<file path="config.mk">
export PLATFORM = sky130hd
export DESIGN_NAME = mlu_ram
export DESIGN_NICKNAME = d
export VERILOG_FILES = /design/src/sv/mlu_ram.sv
export SDC_FILE = /design/constraint.sdc
export NUM_CORES = 1
export LEC_CHECK = 0
export BUFFER_PORTS_ARGS = -buffer_cell sky130_fd_sc_hd__buf_2
export CAP_MARGIN = 20
export CORE_MARGIN = 2
export CORE_UTILIZATION = 60
export DETAILED_ROUTE_END_ITERATION = 12
export GPL_TIMING_DRIVEN = 1
export PLACE_DENSITY = 0.77
export SLEW_MARGIN = 10
export SYNTH_ARGS = -nofsm -noshare
export SYNTH_HDL_FRONTEND = slang
export SYNTH_SLANG_ARGS = --single-unit
export TNS_END_PERCENT = 100
</file>
<file path="constraint.sdc">
create_clock -name clk -period 6.8 [get_ports clk]
set_input_delay 1.36 -clock clk [delete_from_list [all_inputs] [get_ports clk]]
set_output_delay 1.36 -clock clk [all_outputs]
set_load 0.01 [all_outputs]
</file>
<file path="src/sv/mlu_ram.sv">
// Simple dual-port synchronous RAM, one write and one registered read port.
// No dependencies; holds the motor records and the site occupancy bits.
module mlu_ram #(
  parameter int DEPTH = 64,
  parameter int AW    = 6,
  parameter int DW    = 14
) (
  input  logic          clk,
  input  logic          we,
  input  logic [AW-1:0] waddr,
  input  logic [DW-1:0] wdata,
  input  logic          re,
  input  logic [AW-1:0] raddr,
  output logic [DW-1:0] rdata
);

  logic [DW-1:0] mem [DEPTH];

  always_ff @(posedge clk) begin
    if (we) begin
      mem[waddr] <= wdata;
    end
  end

  always_ff @(posedge clk) begin
    if (re) begin
      rdata <= mem[raddr];
    end
  end

endmodule

</file>
==> impl_metrics.env <==
export IMPL_status="finished clean"
export IMPL_crit_required_ns=7.15
export IMPL_fin_util_pct=67.8
export IMPL_cts_resized=0
export IMPL_slowest_stage="o21ai_0"
export IMPL_grt_max_degree=116
export IMPL_clockBufferDepth=3
export IMPL_max_slew_margin_rel_pct=23.3
export IMPL_synthArstFlopShare_pct=0
export IMPL_initial_core_util_pct=60.7
export IMPL_swShare_pct=21.0
export IMPL_die_area_mm2=0.0603
export IMPL_cp_slowest_stage_delay_ns=0.66
export IMPL_drive_above_1_share_pct=28.1
export IMPL_p_per_area_mw_per_mm2=292
export IMPL_gr_total_overflow=0
export IMPL_syn_avg_cell_area_um2=22.3
export IMPL_synthTopCellsByArea="edfxtp_1, mux4_2, nor2_1, mux2_2, mux2i_1"
export IMPL_p_leak_uw=0.0122
export IMPL_dieWidth_um=246
export IMPL_crit_type="in -> reg"
export IMPL_ys_top_cells_by_count="edfxtp_1, mux4_2, nor2_1"
export IMPL_coreArea_mm2=0.0577
export IMPL_synth_edf_count=910
export IMPL_dpl_instance_area_mm2=0.0363
export IMPL_yosysSeqAreaShare_pct=78.0
export IMPL_crit_top_cell="o21ai_0"
export IMPL_cts_sinks=910
export IMPL_cp_num_buf_inv=2
export IMPL_arrival_ns=4.59
export IMPL_synth_most_common_cell="edfxtp_1"
export IMPL_path_clk_slew_ns=0.06
export IMPL_ys_flop_type="edfxtp_1"
export IMPL_slew_viol_final=0
export IMPL_synth_seq_cells=910
export IMPL_p_comb_share_pct=4.9
export IMPL_grt_pass1_vias=17100
export IMPL_synthesis_area_mm2=0.0350
export IMPL_clockPowerShare_pct=40.5
export IMPL_synth_fp_nets=1600
export IMPL_postSynthCellCount=1571
export IMPL_first_pass_iters=5
export IMPL_whs_ns=0.952
export IMPL_dpl_hpwl_um=45500
export IMPL_viasPerCell=6.78
export IMPL_hold_violations=0
export IMPL_nNetsFinal=1721
export IMPL_tightest_slew_ns=1.14
export IMPL_critPathTopFamily="compound AO/OA/AOI/OAI gates"
export IMPL_track_usage_pct=27.8
export IMPL_drt_iter0_drc=2411
export IMPL_wl_per_cell_um=32.2
export IMPL_power_switching_uw=2400
export IMPL_drv_cap=0
export IMPL_p_int_uw=9030
export IMPL_htree_levels=3
export IMPL_critPathLaunchType="input pin"
export IMPL_syn2layout_area_growth_pct=11.7
export IMPL_finClkSkew_ns=0.0317
export IMPL_num_rows=88
export IMPL_cts_root_buf="clkbuf_16"
export IMPL_path_cells="clkbuf_8, buf_12, mux4_2, o21ai_0, a31oi_1, o21ai_0, o31ai_1"
export IMPL_ys_types=34
export IMPL_vdd_ir_drop_max_mv=0.253
export IMPL_fmax_mhz=236
export IMPL_min_period_ns=4.24
export IMPL_rsz0062_at_grt="no"
export IMPL_place_gp_congestion=0.878
export IMPL_io_pins=43
export IMPL_post_cts_setup_buffers=0
export IMPL_numCtsBuffers=88
export IMPL_totalWireLength_um=81300
export IMPL_finalCritPeriodShare_pct=62.4
export IMPL_drc=0
export IMPL_endpoint_kind="flop"
export IMPL_grt_pass1_wl_um=118000
export IMPL_setup_tns_final_ns=0
export IMPL_ys_warnings_count=0
export IMPL_final_fill_count=3519
export IMPL_cts_tree="done"
export IMPL_p_seq_share_pct=54.6
export IMPL_multi_input_area_mm2=0.00720
export IMPL_final_area_mm2=0.0391
export IMPL_yosysTopAreaCellShare_pct=78.0
export IMPL_die_h_um=246
export IMPL_numPortBuffers=42
export IMPL_synth_top_area_cell="edfxtp_1"
export IMPL_regArea_mm2=0.0273
export IMPL_vias=17100
export IMPL_drt_antenna_violating_nets=0
export IMPL_setup_viol=0
export IMPL_insertion_delay_ns=0.65
export IMPL_crit_fanout=115
export IMPL_antenna_found_initial=9
export IMPL_postCtsHoldBufs=0
export IMPL_hp_class="reg -> reg"
[registers in the layout (all words and copies together) (netlist names)]
register,cells
mem,896
rdata,14
[layer usage]
layer | vias up | global-route usage (%) | wire length [µm]
li1 | 6867 | - | -
met3 | 176 | 7.79 | 9950
met1 | 8931 | 40.2 | 30500
met2 | 1120 | 41.1 | 37700
met5 | - | 0 | 68
met4 | 10 | 10.6 | 3000
[power by group through the flow]
| stage | logic (µW) | registers, µW | clock network, µW |
|---|---|---|---|
| 2_1_floorplan | 314 | 6350 | 0 |
| 3_3_place_gp | 542 | 6350 | 0 |
| 3_5_place_dp | 553 | 6360 | 0 |
| 4_1_cts | 557 | 6240 | 4680 |
| 5_1_grt | 594 | 6240 | 4880 |
| 6_report | 563 | 6240 | 4630 |
[layout make-up]
type	instances	area share, %
Antenna cell	4	0.0256
Clock buffer	107	5.92
Clock inverter	46	0.985
Timing Repair Buffer	121	2.39
Multi-Input combinational cell	571	18.4
Tap cell	765	2.45
Sequential cell	910	69.8
[metrics by stage]
stage          power [µW]  cells  setup slack [ns]
2_1_floorplan        6670   1571              3.55
3_3_place_gp         6900   2363              2.06
3_5_place_dp         6910   2364              2.13
4_1_cts             11500   2517              2.80
5_1_grt             11700   2522              2.71
6_report            11400   2524              2.56
[tightest hold or removal path: stages (launching register included)]
cell and delay, ns:
edfxtp_1 0.32, mux4_2 0.24, a211oi_1 0.07, o31ai_1 0.22
[cells by family (layout without fill, tap and decap cells)]
family          count (synthesis)  in the layout  synth area share, %
simple gates                  181            181                 2.37
compound gates                126            126                 2.45
other cells                     0              4                    0
mux                           264            264                 15.6
buf+inv                        90            274                 1.53
flops                         910            910                 78.0
[worst paths after layout]
path	from	cells after the start	slack, ns	to
setup reg to reg	mem[23][3]$_DFFE_PP_	5	4.20	rdata[3]$_DFFE_PP_
hold reg to reg	mem[57][2]$_DFFE_PP_	3	0.95	rdata[2]$_DFFE_PP_
setup / recovery	raddr[1]	7	2.56	rdata[3]$_DFFE_PP_
hold / removal	mem[57][2]$_DFFE_PP_	3	0.95	rdata[2]$_DFFE_PP_
[placed cells by master (no fill, tap or decap), drive strengths merged, types with 7 or more instances in the layout]
cell / instances
nor3: 7
o21ai: 25
a211oi: 20
mux2i: 21
clkbuf: 108
edfxtp: 910
o221ai: 17
nand2b: 21
mux2: 19
nor2: 84
a21oi: 16
mux4: 224
a31oi: 8
a311oi: 8
nor2b: 19
nand2: 34
o31ai: 10
buf: 120
o22ai: 13
clkinv: 38
No activity file was read; power rests on OpenSTA's default activity.
